[src/hw/rtl/bcomp_pkg.sv]
// Shared constants and types for the barometric pressure compensation block.
`default_nettype none

package bcomp_pkg;

	localparam int unsigned DATA_W = 32;
	localparam int unsigned CFG_W = 64;
	localparam int unsigned CFG_IDX_W = 2;

	localparam logic signed [31:0] B6_OFFSET = 32'sd4000;
	localparam logic signed [31:0] B4_OFFSET = 32'sd32768;
	localparam logic signed [31:0] P_COEF_SQ = 32'sd3038;
	localparam logic signed [31:0] P_COEF_LIN = -32'sd7357;
	localparam logic signed [31:0] P_COEF_OFS = 32'sd3791;
	localparam logic [15:0] B7_SCALE = 16'd50000;

	typedef enum logic [CFG_IDX_W-1:0] {
		CFG_CAL_FIRST = 2'd0,
		CFG_CAL_SECOND = 2'd1,
		CFG_CAL_THIRD = 2'd2,
		CFG_OVERSAMPLING = 2'd3
	} cfg_reg_t;

endpackage

`default_nettype wire

[src/hw/rtl/bcomp_div.sv]
// Pipelined restoring unsigned divider, one quotient bit per stage, with sideband.
`default_nettype none

module bcomp_div #(
	parameter int unsigned W = bcomp_pkg::DATA_W,
	parameter int unsigned SBW = 1
) (
	input wire logic clk,
	input wire logic arst_n,
	input wire logic en,
	input wire logic in_vld,
	input wire logic [W-1:0] dividend,
	input wire logic [W-1:0] divisor,
	input wire logic [SBW-1:0] in_sb,
	output logic out_vld,
	output logic [W-1:0] quotient,
	output logic [SBW-1:0] out_sb
);

	logic [W-1:0] rem_s [0:W-1];
	logic [W-1:0] dq_s [0:W-1];
	logic [W-1:0] dvs_s [0:W-1];
	logic [SBW-1:0] sb_s [0:W-1];
	logic vld_s [0:W-1];

	for (genvar k = 0; k < W; k++) begin : g_stage
		logic [W-1:0] r_in;
		logic [W-1:0] d_in;
		logic [W-1:0] v_in;
		logic [SBW-1:0] sb_in;
		logic vld_in;
		logic [W:0] trial;

		if (k == 0) begin : g_first
			assign r_in = '0;
			assign d_in = dividend;
			assign v_in = divisor;
			assign sb_in = in_sb;
			assign vld_in = in_vld;
		end else begin : g_next
			assign r_in = rem_s[k-1];
			assign d_in = dq_s[k-1];
			assign v_in = dvs_s[k-1];
			assign sb_in = sb_s[k-1];
			assign vld_in = vld_s[k-1];
		end

		// borrow in the top bit means the divisor does not fit
		assign trial = {r_in, d_in[W-1]} - {1'b0, v_in};

		always_ff @(posedge clk or negedge arst_n) begin
			if (!arst_n) begin
				vld_s[k] <= 1'b0;
			end else if (en) begin
				vld_s[k] <= vld_in;
			end
		end

		always_ff @(posedge clk) begin
			if (en) begin
				if (trial[W]) begin
					rem_s[k] <= {r_in[W-2:0], d_in[W-1]};
				end else begin
					rem_s[k] <= trial[W-1:0];
				end
				dq_s[k] <= {d_in[W-2:0], ~trial[W]};
				dvs_s[k] <= v_in;
				sb_s[k] <= sb_in;
			end
		end
	end

	assign out_vld = vld_s[W-1];
	assign quotient = dq_s[W-1];
	assign out_sb = sb_s[W-1];

endmodule

`default_nettype wire

[config.mk]
export PLATFORM = sky130hd
export DESIGN_NAME = bcomp_div
export DESIGN_NICKNAME = d
export VERILOG_FILES = /design/src/hw/rtl/bcomp_pkg.sv /design/src/hw/rtl/bcomp_div.sv
export SDC_FILE = /design/constraint.sdc
export NUM_CORES = 2
export LEC_CHECK = 0
export BUFFER_PORTS_ARGS = -buffer_cell sky130_fd_sc_hd__clkbuf_2
export CORE_AREA = 2 2 514 516
export CTS_CLUSTER_DIAMETER = 100
export DETAILED_ROUTE_END_ITERATION = 8
export DIE_AREA = 0 0 516 518
export HOLD_SLACK_MARGIN = 0.08
export PLACE_DENSITY = 0.76
export SKIP_CTS_REPAIR_TIMING = 1
export SLEW_MARGIN = 10
export SYNTH_ARGS = -nofsm -noshare
export SYNTH_HDL_FRONTEND = slang
export SYNTH_SLANG_ARGS = --single-unit
[constraint.sdc]
create_clock -name clk -period 8.8 [get_ports clk]
set_input_delay 1.32 -clock clk [delete_from_list [all_inputs] [get_ports clk]]
set_output_delay 1.32 -clock clk [all_outputs]
set_load 0.01 [all_outputs]
==> summary.txt <==
drt pass-1 iters - 9
Sink Count - 3072
number of flops mapped to enable cells by yosys - 3040
RSZ-0062 raised after global routing - no
post-synth top area share - 58.39%
Seq cells post-synth - 3072
Inst Count DP - 15620
Final nets - 13530
Cell Int Power - 37240 uW
post-synthesis simple-gate area fraction - 6.775%
DRT iter0 DRCs - 7124
Critical Path RT - 9440 ps
syn avg cell area - 12.83 um^2
first-pass GRT wire length - 518400 um
WL met2 - 168000 um
GP Congestion - 0.9478
Peak supply drop - 0.2048 mV
Sequential Power Share - 38.8%
total gr overflow - 0
Least-Margin Pin Slew - 1222 ps
Detailed Route WL - 327100 um
via/cell ratio - 5.869
worst-path fanout max - 28
DRC violations left - 1
most frequent cell on the critical path - o21ai_0
core area - 261600 um^2
Cell Rows - 188
clock buffer count from CTS - 326
initial antenna violation count - 4
Yosys top cell by area - edfxtp_1
setup violators final - 0
Initial Utilization - 59.77%
fin crit period - 5390 ps
Clock Skew - 51.92 ps
layout cell share with drive strength beyond 1 - 12.29%
fmax - 185.5 MHz
pwr/cell area - 325.7 nW/um^2
CTS tree - built
top-level I/O count - 103
Chip Height - 518 um
Min-Delay Path Class - reg -> reg
Worst-path clk slew - 60 ps
area delta synth->final - 9.832%
largest net degree at the start of global routing - 156
max-slew violations - 0
maxcap violations - 0
die area - 267300 um^2
Layout fillers - 18760
H-tree Lvls - 5
Sw Ratio - 33.42%
leakage - 0.06885 uW
crit path max-delay cell type - o21ai_0
WS Path Type - reg -> reg
Crit path arrival time - 6030 ps
vias in the first global route - 96040
dpl hpwl - 237000 um
Synth async-reset ratio - 1.042%
fraction of the mapped netlist area in adder cells - 8.331%
Logic pwr share - 36.9%
final period utilization - 61.25%
Syn Inst Count - 12180
mux cell area share after synthesis - 6.476%
failing checks - DRC
Net Switching - 18690 uW
routed wl met3 - 12880 um
endpoints failing hold - 0
compound-gate portion of the synthesized area - 11.39%
largest family of logic cells by synthesized area - compound AO/OA/AOI/OAI gates
ys flop type - edfxtp_1
Ys Warns - 0
sequential fraction of the synthesis area - 58.90%
worst rel slew slack - 16.79%
synthesized area - 156300 um^2
routed via count - 95180
CP Capture Type - flop
top post-synthesis cells by area - edfxtp_1 (58%), ha_1 (7.9%), mux2_2 (5.6%)
CP peak stage delay - 540 ps
die width - 516 um
outcome - finished with violations
Worst-Skew Late Latency - 940 ps
DR top layer - met5
final std cells w/o fill - 16220
Yosys cell types - 87
worst-path cell chain - ha_1 > fa_1 > nor2b_1 > nor3_1 > o21ai_0 > a311oi_1 > a211o_1 > a211oi_1 > o22ai_1 > o21ai_0 > mux2i_4 > buf_4 > mux2_2
CTS max path bufs - 4
Synth Area in XOR/XNOR - 4.381%
Post-Route Setup TNS - 0 ps
CTS root buffer - clkbuf_16
clock share of power - 24.3%
antenna-violating nets left - 0
total track usage - 24.19%
I/O Buffers - 102
CP Launch Type - flop
WL per Instance - 20.17 um
wl on met1 - 131700 um
## layer usage
metal	GRT usage [%]	up-vias
met1	29.36	46270
li1	-	45790
met4	10.07	2
met2	43.28	2357
met3	3.077	764
met5	0	-
## per-stage QoR
stage / area [um^2] / util (%) / hold WS, ps / total power [uW] / setup slack [ps]
4_1_cts: 171700 / 65.64 / 374.1 / 56140 / 3460
2_1_floorplan: 156400 / - / 400.3 / 37100 / 4795
6_report: 171700 / 65.65 / 388.7 / 55930 / 3410
5_1_grt: 171700 / 65.64 / 399.9 / 59230 / 3133
3_5_place_dp: 161100 / 61.57 / 404.5 / 42250 / 3541
3_3_place_gp: 161100 / 61.57 / 400.6 / 41600 / 3618
## power groups by stage
stage | Clock (uW) | Sequential (uW) | Combinational (uW)
after floorplan | 0 | 20800 | 16300
after global placement | 0 | 21900 | 19700
after detailed placement | 0 | 22000 | 20300
after CTS | 13900 | 21700 | 20500
after global routing | 14500 | 21900 | 22900
final | 13600 | 21700 | 20700
## sequential cells by signal, indices dropped and copies added, names as in the netlist
register,flops
dq_s,1024
dvs_s,992
g_stage.vld_in,31
out_vld,1
rem_s,992
sb_s,32
## layout make-up
| cell class | count | area [um^2] | area share, % |
|---|---|---|---|
| flip-flops and latches | 3072 | 92090 | 53.63 |
| clock inverters | 213 | 2207 | 1.285 |
| inverters | 1240 | 4654 | 2.711 |
| well taps | 3515 | 4398 | 2.561 |
| repair buffers | 176 | 1219 | 0.7097 |
| diodes | 3 | 7.507 | 0.004372 |
| clock buffers | 382 | 8432 | 4.911 |
| multi-input cells | 7618 | 58700 | 34.19 |
## cell usage in the layout, fill, tap and decap left out, types with 41 or more instances in the layout
cell type / n
xor2_1: 233
nor3_1: 154
o21ai_0: 488
buf_4: 63
and2_1: 71
mux2_2: 776
and3_1: 105
clkinv_1: 64
edfxtp_1: 3040
a21oi_1: 807
o21a_1: 160
nand2b_1: 147
clkinv_2: 51
or2_2: 42
mux2i_1: 81
nand4_1: 74
a21o_1: 454
a211oi_1: 91
a21boi_0: 43
o31ai_1: 78
nand2_1: 519
clkbuf_1: 53
or3_1: 41
xnor2_1: 549
inv_1: 1240
nor2_1: 555
o21bai_1: 83
nand3_1: 167
a31oi_1: 94
ha_1: 993
clkbuf_16: 329
nor2b_1: 133
clkbuf_2: 101
o211ai_1: 54
## worst paths after layout
check / to / depth (start not counted) / slack, ps / start
max in group asynchronous: g_stage[12].vld_in / 1 / 7850 / arst_n
setup reg to reg: rem_s[0][452] / 13 / 3410 / dvs_s[0][416]
hold reg to reg: dq_s[1][268] / 0 / 390 / dq_s[1][235]
setup / recovery: rem_s[0][452] / 13 / 3410 / dvs_s[0][416]
hold / removal: dq_s[1][268] / 0 / 390 / dq_s[1][235]
min in group asynchronous: g_stage[5].vld_in / 1 / 460 / arst_n
## worst max-delay path: cells and delay by family (launching register included)
kind / cells / cell delay [ps]
compound gates: 6 / 2470
mux: 2 / 790
fa+ha+maj: 2 / 720
buf+inv: 1 / 420
flops: 1 / 400
simple gates: 2 / 280
## cell usage after synthesis (all sizes together), types with 133 or more instances
cell type and number:
a21o 454, a21oi 807, clkbuf 181, edfxtp 3040, ha 993, inv 1240
mux2 803, nand2 519, nand2b 147, nand3 167, nor2 555, nor2b 133
nor3 154, o21a 160, o21ai 494, xnor2 549, xor2 233
## logic make-up (layout without fill, tap and decap cells)
logic type | count (synthesis) | count (layout)
flops | 3072 | 3072
xor+xnor | 782 | 782
buf+inv | 1507 | 2011
compound gates | 2744 | 2744
simple gates | 2153 | 2153
other cells | 1 | 18
fa+ha+maj | 1023 | 1023
mux | 901 | 901
Note: power is estimated with default switching activity, not from simulation.
